File: src/design/gss_pkg.sv
// Package: shared constants, types and the Gaussian weight table for the smoother.
`timescale 1ns / 1ps
package gss_pkg;
    localparam int MAX_HALF_WIDTH = 7;
    localparam int MAG_BITS       = 16;
    localparam int MAX_BINS       = 1025;
    localparam int STORE_DEPTH    = 2 * MAX_HALF_WIDTH + 1;
    localparam int IDX_BITS       = 11;
    localparam int HW_BITS        = 3;
    localparam int W_BITS         = 16;
    localparam int ACC_BITS       = MAG_BITS + W_BITS + 4;
    localparam int WSUM_BITS      = W_BITS + 4;
    localparam int Q_DEPTH        = 4;
    localparam int Q_PTR_BITS     = 2;
    localparam int TAP_BITS       = 4;
    localparam int DIV_BITS       = 6;
    localparam logic [HW_BITS-1:0] HW_RESET = 3'd3;

    // One queued job: a window snapshot and the bins it still has to emit.
    typedef struct packed {
        logic [STORE_DEPTH-1:0][MAG_BITS-1:0] win;
        logic [IDX_BITS-1:0]                  newest;
        logic [IDX_BITS-1:0]                  first;
        logic [IDX_BITS-1:0]                  stop;
        logic [HW_BITS-1:0]                   hw;
        logic                                 last;
    } t_job;

    typedef enum logic [1:0] {
        ST_IDLE,
        ST_ACC,
        ST_DIV,
        ST_OUT
    } t_back_state;

    // Q1.15 weight for half width h, tap distance d (d <= h).
    function automatic logic [W_BITS-1:0] weight(input logic [HW_BITS-1:0] h,
                                                 input logic [HW_BITS-1:0] d);
        logic [W_BITS-1:0] w;
        w = '0;
        case ({h, d})
            {3'd1, 3'd0}: w = 16'd32768; {3'd1, 3'd1}: w = 16'd19875;
            {3'd2, 3'd0}: w = 16'd32768; {3'd2, 3'd1}: w = 16'd28918;
            {3'd2, 3'd2}: w = 16'd19875;
            {3'd3, 3'd0}: w = 16'd32768; {3'd3, 3'd1}: w = 16'd30997;
            {3'd3, 3'd2}: w = 16'd26239; {3'd3, 3'd3}: w = 16'd19875;
            {3'd4, 3'd0}: w = 16'd32768; {3'd4, 3'd1}: w = 16'd31760;
            {3'd4, 3'd2}: w = 16'd28918; {3'd4, 3'd3}: w = 16'd24735;
            {3'd4, 3'd4}: w = 16'd19875;
            {3'd5, 3'd0}: w = 16'd32768; {3'd5, 3'd1}: w = 16'd32119;
            {3'd5, 3'd2}: w = 16'd30249; {3'd5, 3'd3}: w = 16'd27370;
            {3'd5, 3'd4}: w = 16'd23794; {3'd5, 3'd5}: w = 16'd19875;
            {3'd6, 3'd0}: w = 16'd32768; {3'd6, 3'd1}: w = 16'd32316;
            {3'd6, 3'd2}: w = 16'd30997; {3'd6, 3'd3}: w = 16'd28918;
            {3'd6, 3'd4}: w = 16'd26239; {3'd6, 3'd5}: w = 16'd23155;
            {3'd6, 3'd6}: w = 16'd19875;
            {3'd7, 3'd0}: w = 16'd32768; {3'd7, 3'd1}: w = 16'd32435;
            {3'd7, 3'd2}: w = 16'd31457; {3'd7, 3'd3}: w = 16'd29893;
            {3'd7, 3'd4}: w = 16'd27832; {3'd7, 3'd5}: w = 16'd25390;
            {3'd7, 3'd6}: w = 16'd22694; {3'd7, 3'd7}: w = 16'd19875;
            default: w = '0;
        endcase
        return w;
    endfunction
endpackage

File: src/design/gaussian_spectrum_smoother_core.sv
// Top level of the Gaussian spectrum smoother.
`timescale 1ns / 1ps
// Smooths a frame of 16-bit magnitude bins with a Gaussian window of half width h
// (register, 1..7, latched at each frame's first bin). Results lag input by h bins
// and the last bin flushes the rest. The front end takes a bin each cycle while
// its four-entry job queue has room; the back end computes each result with one
// tap per cycle and a one-bit-per-cycle divider, so sustained throughput is set
// by that unit.
module gaussian_spectrum_smoother_core import gss_pkg::*; (
    input  logic                i_clk,
    input  logic                i_rst_n,
    input  logic                i_cfg_we,
    input  logic [HW_BITS-1:0]  i_cfg_data,
    input  logic                i_valid,
    output logic                o_stall,
    input  logic [MAG_BITS-1:0] i_magnitude,
    input  logic                i_last_bin,
    output logic                o_valid,
    input  logic                i_stall,
    output logic [MAG_BITS-1:0] o_smoothed,
    output logic [IDX_BITS-1:0] o_bin_index,
    output logic                o_frame_end
);
    t_job job_in, job_out;
    logic job_push, q_full, q_empty, q_pop;

    gss_front u_front (
        .i_clk(i_clk), .i_rst_n(i_rst_n), .i_cfg_we(i_cfg_we), .i_cfg_data(i_cfg_data),
        .i_valid(i_valid), .o_stall(o_stall), .i_magnitude(i_magnitude),
        .i_last_bin(i_last_bin), .o_job_valid(job_push), .i_job_full(q_full),
        .o_job(job_in)
    );

    gss_queue u_queue (
        .i_clk(i_clk), .i_rst_n(i_rst_n), .i_push(job_push), .i_job(job_in),
        .o_full(q_full), .i_pop(q_pop), .o_empty(q_empty), .o_job(job_out)
    );

    gss_back u_back (
        .i_clk(i_clk), .i_rst_n(i_rst_n), .i_empty(q_empty), .i_job(job_out),
        .o_pop(q_pop), .o_valid(o_valid), .i_stall(i_stall), .o_smoothed(o_smoothed),
        .o_bin_index(o_bin_index), .o_frame_end(o_frame_end)
    );
endmodule

File: src/design/gss_front.sv
// Front end: shifts bins into the window, tracks the frame and builds jobs.
`timescale 1ns / 1ps
module gss_front import gss_pkg::*; (
    input  logic                i_clk,
    input  logic                i_rst_n,
    input  logic                i_cfg_we,
    input  logic [HW_BITS-1:0]  i_cfg_data,
    input  logic                i_valid,
    output logic                o_stall,
    input  logic [MAG_BITS-1:0] i_magnitude,
    input  logic                i_last_bin,
    output logic                o_job_valid,
    input  logic                i_job_full,
    output t_job                o_job
);
    logic [HW_BITS-1:0]                   r_half_width;
    logic [HW_BITS-1:0]                   r_frame_hw;
    logic [IDX_BITS-1:0]                  r_bin_count;
    logic [STORE_DEPTH-1:0][MAG_BITS-1:0] r_win;
    logic [STORE_DEPTH-1:0][MAG_BITS-1:0] n_win;
    logic [HW_BITS-1:0] hw_eff;
    logic [HW_BITS-1:0] hw_use;
    logic               last;
    logic               emit;
    logic               accept;
    logic [IDX_BITS:0]  first_s;

    // Clamp the register to the legal half-width range.
    always_comb begin
        hw_eff = (r_half_width == '0) ? HW_BITS'(1) : r_half_width;
        if (hw_eff > HW_BITS'(MAX_HALF_WIDTH)) hw_eff = HW_BITS'(MAX_HALF_WIDTH);
    end

    assign hw_use  = (r_bin_count == '0) ? hw_eff : r_frame_hw;
    assign last    = i_last_bin || (r_bin_count >= IDX_BITS'(MAX_BINS - 1));
    assign first_s = {1'b0, r_bin_count} - {{(IDX_BITS+1-HW_BITS){1'b0}}, hw_use};
    assign emit    = last || !first_s[IDX_BITS];
    assign o_stall = i_job_full;
    assign accept  = i_valid && !o_stall;

    // Window shift, newest first.
    always_comb begin
        n_win = {r_win[STORE_DEPTH-2:0], i_magnitude};
    end

    // Job that holds every result this bin releases.
    always_comb begin
        o_job_valid = accept && emit;
        o_job.win    = n_win;
        o_job.newest = r_bin_count;
        o_job.first  = first_s[IDX_BITS] ? '0 : first_s[IDX_BITS-1:0];
        o_job.stop   = last ? r_bin_count : first_s[IDX_BITS-1:0];
        o_job.hw     = hw_use;
        o_job.last   = last;
    end

    always_ff @(posedge i_clk) begin
        if (!i_rst_n) begin
            r_half_width <= HW_RESET;
            r_frame_hw   <= HW_RESET;
            r_bin_count  <= '0;
            r_win        <= '0;
        end else begin
            if (i_cfg_we) r_half_width <= i_cfg_data;
            if (accept) begin
                r_win      <= n_win;
                r_frame_hw <= hw_use;
                r_bin_count <= last ? '0 : r_bin_count + IDX_BITS'(1);
            end
        end
    end
endmodule

File: src/design/gss_queue.sv
// Small job queue between the front and back ends.
`timescale 1ns / 1ps
module gss_queue import gss_pkg::*; (
    input  logic i_clk,
    input  logic i_rst_n,
    input  logic i_push,
    input  t_job i_job,
    output logic o_full,
    input  logic i_pop,
    output logic o_empty,
    output t_job o_job
);
    t_job                r_mem [Q_DEPTH];
    logic [Q_PTR_BITS-1:0] r_wp;
    logic [Q_PTR_BITS-1:0] r_rp;
    logic [Q_PTR_BITS:0]   r_cnt;

    assign o_full  = (r_cnt == (Q_PTR_BITS+1)'(Q_DEPTH));
    assign o_empty = (r_cnt == '0);
    assign o_job   = r_mem[r_rp];

    // Storage write.
    always_ff @(posedge i_clk) begin
        if (i_push) r_mem[r_wp] <= i_job;
    end

    // Pointers and fill count.
    always_ff @(posedge i_clk) begin
        if (!i_rst_n) begin
            r_wp  <= '0;
            r_rp  <= '0;
            r_cnt <= '0;
        end else begin
            if (i_push) r_wp <= r_wp + Q_PTR_BITS'(1);
            if (i_pop)  r_rp <= r_rp + Q_PTR_BITS'(1);
            r_cnt <= r_cnt + (Q_PTR_BITS+1)'(i_push) - (Q_PTR_BITS+1)'(i_pop);
        end
    end
endmodule

File: src/design/gss_back.sv
// Back end: tap-serial weighted sum and bit-serial division for each result bin.
`timescale 1ns / 1ps
module gss_back import gss_pkg::*; (
    input  logic                i_clk,
    input  logic                i_rst_n,
    input  logic                i_empty,
    input  t_job                i_job,
    output logic                o_pop,
    output logic                o_valid,
    input  logic                i_stall,
    output logic [MAG_BITS-1:0] o_smoothed,
    output logic [IDX_BITS-1:0] o_bin_index,
    output logic                o_frame_end
);
    t_back_state         r_state, n_state;
    logic [IDX_BITS-1:0] r_c, n_c;
    logic [TAP_BITS-1:0] r_tap, n_tap;
    logic [ACC_BITS-1:0] r_acc, n_acc;
    logic [WSUM_BITS-1:0] r_wsum, n_wsum;
    logic [ACC_BITS-1:0] n_dvd;
    logic [MAG_BITS-1:0] r_quo, n_quo;
    logic [DIV_BITS-1:0] r_dcnt, n_dcnt;
    logic [MAG_BITS-1:0] r_out, n_out;
    logic [IDX_BITS-1:0] r_oidx, n_oidx;
    logic                r_oend, n_oend;
    logic                r_ovalid, n_ovalid;

    logic signed [IDX_BITS+1:0] tap_off;
    logic signed [IDX_BITS+1:0] b;
    logic signed [IDX_BITS+1:0] age;
    logic [HW_BITS-1:0]   tap_dist;
    logic [W_BITS-1:0]    w;
    logic                 tap_ok;
    logic [ACC_BITS-1:0]  prod;
    logic                 out_free;

    // Current tap: offset from -h to +h.
    always_comb begin
        tap_off  = $signed({{(IDX_BITS+2-TAP_BITS){1'b0}}, r_tap})
                 - $signed({{(IDX_BITS+2-HW_BITS){1'b0}}, i_job.hw});
        b        = $signed({2'b00, r_c}) + tap_off;
        age      = $signed({2'b00, i_job.newest}) - b;
        tap_dist = tap_off[IDX_BITS+1] ? HW_BITS'(-tap_off) : HW_BITS'(tap_off);
        w        = weight(i_job.hw, tap_dist);
        tap_ok   = !b[IDX_BITS+1] && !age[IDX_BITS+1]
                 && (age < (IDX_BITS+2)'(STORE_DEPTH));
        prod     = tap_ok ? ACC_BITS'(i_job.win[age[TAP_BITS-1:0]] * w) : '0;
    end

    assign out_free    = !r_ovalid || !i_stall;
    assign o_valid     = r_ovalid;
    assign o_smoothed  = r_out;
    assign o_bin_index = r_oidx;
    assign o_frame_end = r_oend;

    // Sequencer: accumulate taps, divide one quotient bit a cycle, then emit.
    always_comb begin
        n_state  = r_state;
        n_c      = r_c;
        n_tap    = r_tap;
        n_acc    = r_acc;
        n_wsum   = r_wsum;
        n_dvd    = '0;
        n_quo    = r_quo;
        n_dcnt   = r_dcnt;
        n_out    = r_out;
        n_oidx   = r_oidx;
        n_oend   = r_oend;
        n_ovalid = r_ovalid && i_stall;
        o_pop    = 1'b0;
        case (r_state)
            ST_IDLE: begin
                if (!i_empty) begin
                    n_c     = i_job.first;
                    n_tap   = '0;
                    n_acc   = '0;
                    n_wsum  = '0;
                    n_state = ST_ACC;
                end
            end
            ST_ACC: begin
                n_acc  = r_acc + prod;
                n_wsum = tap_ok ? r_wsum + WSUM_BITS'(w) : r_wsum;
                n_tap  = r_tap + TAP_BITS'(1);
                if (r_tap == {i_job.hw, 1'b0}) begin
                    n_dvd   = n_acc + ACC_BITS'(n_wsum >> 1);
                    n_quo   = '0;
                    n_dcnt  = '0;
                    n_state = ST_DIV;
                end
            end
            ST_DIV: begin
                // Quotient fits in MAG_BITS; shift dividend from the top.
                n_dcnt  = r_dcnt + DIV_BITS'(1);
                n_state = (r_dcnt == DIV_BITS'(ACC_BITS)) ? ST_OUT : ST_DIV;
            end
            ST_OUT: begin
                if (out_free) begin
                    n_ovalid = 1'b1;
                    n_out    = r_quo;
                    n_oidx   = r_c;
                    n_oend   = i_job.last && (r_c == i_job.newest);
                    if (r_c == i_job.stop) begin
                        o_pop   = 1'b1;
                        n_state = ST_IDLE;
                    end else begin
                        n_c     = r_c + IDX_BITS'(1);
                        n_tap   = '0;
                        n_acc   = '0;
                        n_wsum  = '0;
                        n_state = ST_ACC;
                    end
                end
            end
            default: n_state = ST_IDLE;
        endcase
    end

    // Restoring divider datapath: r_part holds the partial remainder and r_dvd
    // the dividend bits still to be shifted in.
    logic [ACC_BITS-1:0] r_dvd;
    logic [ACC_BITS-1:0] r_part;
    logic [ACC_BITS:0]   dtrial;
    assign dtrial = {r_part[ACC_BITS-1:0], r_dvd[ACC_BITS-1]}
                  - {{(ACC_BITS+1-WSUM_BITS){1'b0}}, r_wsum};

    always_ff @(posedge i_clk) begin
        if (r_state == ST_ACC && n_state == ST_DIV) begin
            r_dvd  <= n_dvd;
            r_part <= '0;
        end else if (r_state == ST_DIV && r_dcnt != DIV_BITS'(ACC_BITS)) begin
            r_dvd <= {r_dvd[ACC_BITS-2:0], 1'b0};
            if (!dtrial[ACC_BITS]) r_part <= dtrial[ACC_BITS-1:0];
            else r_part <= {r_part[ACC_BITS-2:0], r_dvd[ACC_BITS-1]};
        end
    end

    always_ff @(posedge i_clk) begin
        if (!i_rst_n) begin
            r_state  <= ST_IDLE;
            r_ovalid <= 1'b0;
        end else begin
            r_state  <= n_state;
            r_ovalid <= n_ovalid;
        end
    end

    always_ff @(posedge i_clk) begin
        r_c    <= n_c;
        r_tap  <= n_tap;
        r_acc  <= n_acc;
        r_wsum <= n_wsum;
        r_dcnt <= n_dcnt;
        r_out  <= n_out;
        r_oidx <= n_oidx;
        r_oend <= n_oend;
        if (r_state == ST_ACC && n_state == ST_DIV) r_quo <= '0;
        else if (r_state == ST_DIV && r_dcnt != DIV_BITS'(ACC_BITS))
            r_quo <= {r_quo[MAG_BITS-2:0], !dtrial[ACC_BITS]};
        else r_quo <= n_quo;
    end
endmodule
File: config.mk
export PLATFORM = sky130hd
export DESIGN_NAME = gaussian_spectrum_smoother_core
export DESIGN_NICKNAME = d
export VERILOG_FILES = /design/src/design/gss_pkg.sv /design/src/design/gaussian_spectrum_smoother_core.sv /design/src/design/gss_front.sv /design/src/design/gss_queue.sv /design/src/design/gss_back.sv
export SDC_FILE = /design/constraint.sdc
export NUM_CORES = 2
export LEC_CHECK = 0
export ABC_AREA = 1
export BUFFER_PORTS_ARGS = -buffer_cell sky130_fd_sc_hd__buf_2
export CORE_UTILIZATION = 65
export CTS_BUF_LIST = sky130_fd_sc_hd__clkbuf_4
export CTS_CLUSTER_SIZE = 8
export DETAILED_ROUTE_END_ITERATION = 10
export PLACE_DENSITY = 0.91
export SLEW_MARGIN = 20
export SYNTH_ARGS = -nofsm -noshare
export SYNTH_HDL_FRONTEND = slang
export SYNTH_SLANG_ARGS = --single-unit
File: constraint.sdc
create_clock -name i_clk -period 20.7 [get_ports i_clk]
set_clock_uncertainty 0.1 [all_clocks]
set_input_delay 4.14 -clock i_clk [delete_from_list [all_inputs] [get_ports i_clk]]
set_output_delay 4.14 -clock i_clk [all_outputs]
set_load 0.01 [all_outputs]
== After elaboration in Yosys (flattened, before gate mapping) ==
Memories as Yosys holds them, arrays and structs flattened. A register that Yosys moved wholly into a read port is not among the register bits.
Cells that the tools add are included.

* Input port bits: 25
* Memory bits (writable): 1108
* Bits in read-only memories: 1024
* Memories kept: 2
* Word-level logic and storage cells: 159
* Output and inout bits: 30
* Flip-flop bits (word level): 444

{| class="wikitable"
|+ Memories
! memory !! words !! bits a word !! read ports !! clocked after Yosys merged registers in !! wr ports !! line !! source
|-
| u_queue.r_mem || 4 || 277 || 1 || 1 || 1 || gss_queue.sv:13 || <nowiki>t_job r_mem [Q_DEPTH];</nowiki>
|-
| (name not given) || 64 || 16 || 1 || 0 || 0 || gss_pkg.sv:41 || <nowiki>case ({h, d})</nowiki>
|}

* Add/subtract/negate cells: 17
* Multiply operators: 1
* Eq/ne operators: 15
* $lt $le $gt $ge: 4
* Muxes and demuxes: 52
* Reductions and logical operators: 34

{| class="wikitable"
|+ Operators by type and width
! kind !! number
|-
| $mux 36 || 8
|-
| $pmux 36 s3 || 1
|-
| $mux 20 || 4
|-
| $mux 11 || 6
|-
| $bmux 16 s4 || 1
|-
| $mux 16 || 4
|-
| $pmux 20 s3 || 1
|-
| $sub 37x20->37 || 1
|-
| $add 36x19->36 || 1
|-
| $add 36x36->36 || 1
|-
| $mul 16x16->32 || 1
|-
| $mux 32 || 1
|-
| $add 11x1->11 const B || 2
|-
| $eq 11x11->1 || 2
|-
| $pmux 11 s2 || 1
|-
| $add 20x16->20 || 1
|-
| $add 12x5->13 || 1
|-
| $lt 13x5->1 const B || 1
|-
| $sub 12x13->13 || 1
|-
| $mux 3 || 4
|-
| $mux 4 || 3
|-
| $pmux 4 s3 || 1
|-
| $pmux 6 s2 || 1
|-
| $sub 11x3->12 || 1
|-
| 33 further kinds || 74
|}

== Depth between registers and ports, before layout ==
* Word-level depth: 12
* Mapped depth: 71
* Mapped depth without buffers: 69

== By module ==
A second synthesis with hierarchy kept.

* Cells, all modules: 8455
* Area total of the unflattened synthesis: 81485.7 µm²

{| class="wikitable"
|+ By module, submodules not included
! module !! cells an instance !! area an instance (µm²) !! sequential area each (µm²) !! instances
|-
| gss_queue || 3287 || 44779.2 || 33452.1 || 1
|-
| gss_back || 3959 || 27462.6 || 5335.1 || 1
|-
| gss_front || 1209 || 9243.9 || 4824.6 || 1
|}

== Worst setup path before layout ==
Ideal clock, no wire load.

* Kind: input port to flip-flop
* From: in i_valid
* To: mem u_queue.r_mem[0][0] (netlist name) (enable)
* Buffers on the path: 0
* Required time: 19679 ps
* Stages on the path: 4
* Setup time: 921 ps
* Path slack: 3555 ps
* Arrival time: 16124 ps
* Cells stage by stage: o21ai_1 -> a21oi_1 -> inv_1 -> nor2_1

* Cells in the longest elaborated chain, start to end: 4

{| class="wikitable"
|+ RTL lines
! item !! line !! source
|-
| start: declaration || gaussian_spectrum_smoother_core.sv:14 || <nowiki>input logic i_valid,</nowiki>
|-
| $logic_and 1x1->1 || gss_front.sv:39 || <nowiki>assign accept = i_valid && !o_stall;</nowiki>
|-
| $logic_and 1x1->1 || gss_front.sv:48 || <nowiki>o_job_valid = accept && emit;</nowiki>
|-
| named net job_push || gaussian_spectrum_smoother_core.sv:25 || <nowiki>logic job_push, q_full, q_empty, q_pop;</nowiki>
|-
| $mux 1 || gss_queue.sv:24 || <nowiki>if (i_push) r_mem[r_wp] <= i_job;</nowiki>
|-
| $mux 1 (not written as such) || gss_queue.sv:24 ||
|-
| end: declaration || gss_queue.sv:13 ||
|}

The timed path passes the listed nets, and every way through them passes these cells.

==> impl_metrics.toml <==
[status]
status = "complete, no violations"

[place]
place_worst_setup_slack_ps = 4918
place_area_sq_um = 79010
dp_hpwl_um = 122400
gp_congestion = 0.9817
port_buffers = 54

[final_layout]
fillers = 7872
layout.nets = 8479
final_layout_size_suffix_gt1_share_pct = 10.21
synthToLayoutAreaGrowth_pct = 8.073
finalInstanceArea_sq_um = 84050

[timing]
finalSetupViolCount = 0
max_freq_mhz = 61.23
tightest_slew_ps = 1095
fin_ws_ps = 4368
fin_crit_sh_pct = 78.90
finalHoldViolCount = 0
fin_crit_ps = 16330
setup-tns-final_ps = 0
slew_viol_final = 0
rsz0062_at_grt = "no"
slew_headroom_pct = 27.02

[global_route]
grt_overflow_total = 0
met2_usage_pct = 55.55
grt_pass1_wl_um = 322400
grt.busiest_layer = "met2"
grt_max_degree = 168
use_met1_pct = 43.14
antenna_found_initial = 4
grt_usage_pct = 33.92
use_met3_pct = 6.439
grt_pass1_vias = 60609

[yosys]
syn_avg_cell_area_sq_um = 9.874
synth_top_area_cell = "edfxtp_1"
synthArstFlopShare_pct = 0
synth_nets = 8333
synth_common_cells = "nand2_1, edfxtp_1, nor2_1, inv_1, a21oi_1"
synth_sequential_area_ratio_pct = 56.08
synth_area_leaders = "edfxtp_1, nand2_1, dfxtp_1, fa_1, nor2_1"
synth_area_sq_um = 77770
synth_cell_types = 67
synthCells = 7876
synth_edf_count = 1249
yosys_most_used_dff = "edfxtp_1"
post-synth-top-count-cell = "nand2_1"
synth_top_area_share_pct = 48.23
synth_seq_cells = 1554
yosysWarnings = 0

[clocking]
post_cts_buffers = 0
cts_htree_levels = 5
clockBufferDepth = 4
clockRootBuffer = "clkbuf_4"
cts_tree = "built"
clkSinkCount = 1554
path_clk_slew_ps = 70
ctsHoldBuffers = 0
cts_buffers = 385
post_cts_resized = 0
clkLatencyLatePin_ps = 1400

[worst_setup_path]
max_stage_delay_ps = 750
worst-setup-path-type = "reg2reg"
arrival_ps = 17200
timing.critical_path.mode_cell = "nand2_1"
crit_fanout = 142
cp.buffers_inverters = 13
cpMaxStageDelayCell = "inv_1"
reg2regPathDepth = 59
cp-start-kind = "flop"
crit_path_end_kind = "flop"
cp_data_required_time_ps = 21570
cp_top_family = "adder cells"
crit_cells = 59

[routing]
drc = 0
drt-vias-per-instance = 6.127
drt_pass1_iterations = 9
wl_per_cell_um = 20.77
ant_nets = 0
dr_total_vias = 60883
detail_route.wirelength_um = 206400
first_iter_violations = 7921

[die]
initial_utilization_pct = 65.69
fp-row-count = 126
die-width_um = 347.9
core-area_sq_um = 118400
die_h_um = 347.9
ios = 55
dieArea_sq_um = 121000

[min_path]
holdCritPathClass = "reg2reg"
hold_depth = 0

[run]
cap_viol_max_count = 0
==> sequential cells by signal, indices dropped and copies added, names as in the netlist, 16 cells and up, named ones only <==
register	cells
u_back.r_part	36
u_back.r_quo	16
u_front.o_job	224
u_back.r_dvd	36
u_queue.r_mem	1108
u_back.o_smoothed	16
u_back.r_wsum	20
u_back.r_acc	36
==> final timing paths <==
path | from | endpoint | slack [ps]
setup / recovery | flop | u_back.r_dvd[25] | 4370
hold / removal | u_front.o_job[195] | u_queue.r_mem[0][195] | 290
setup reg to reg | flop | u_back.r_dvd[25] | 4370
hold reg to reg | u_front.o_job[195] | u_queue.r_mem[0][195] | 290
==> through the flow <==
| stage | hold slack (ps) | cells | utilization [%] |
|---|---|---|---|
| 6_report | 291.0 | 9937 | 70.99 |
| 2_1_floorplan | 308.2 | 7876 | - |
| 3_5_place_dp | 316.1 | 9235 | 66.73 |
| 3_3_place_gp | 313.4 | 9235 | 66.73 |
| 5_1_grt | 297.6 | 9937 | 70.99 |
| 4_1_cts | 292.0 | 9929 | 70.97 |
==> metal layers <==
metal | vias up | part of all wire, %
met5 | - | 0
met3 | 787 | 11
li1 | 27310 | -
met4 | 0 | 4.8
met1 | 28575 | 37
met2 | 4211 | 48
==> cell families (layout without fill, tap and decap cells) <==
family                   count (synthesis)  in the layout  synth area share, %
AND/OR/NAND/NOR                       3147           3147                16.23
flip-flops                            1554           1554                56.08
AO/OA/AOI/OAI                         1473           1473                11.10
buffers and inverters                 1109           1562                5.837
adder cells (fa/ha/maj)                432            432                8.910
XOR/XNOR                               155            155                1.765
multiplexers                             6              6              0.07723
other                                    0              8                    0
==> placed cells by master, fill, tap and decap left out, types with 53 or more instances in the layout <==
cell type,Yosys,routed
a21oi_1,582,582
a22oi_1,109,109
buf_2,143,53
buf_4,25,64
clkbuf_4,0,606
clkinv_1,10,83
dfxtp_1,305,303
edfxtp_1,1249,1249
fa_1,203,202
ha_1,229,228
inv_1,716,715
nand2_1,1715,1713
nand3_1,232,232
nor2_1,1014,1007
o211ai_1,53,53
o21ai_0,450,450
xnor2_1,53,53
xor2_1,100,99
==> layout make-up <==
class | instances | area [sq um] | area share, %
multi-input cells | 5213 | 29710 | 35.35
clock inverters | 88 | 470.5 | 0.5597
diodes | 8 | 20.02 | 0.02382
flip-flops and latches | 1554 | 43620 | 51.90
repair buffers | 122 | 837.1 | 0.9959
inverters | 746 | 2839 | 3.378
well taps | 1600 | 2002 | 2.382
clock buffers | 606 | 4549 | 5.413
Power is not shown: default switching activity piles up to over one toggle a cycle in this logic, so the estimate is an artifact.
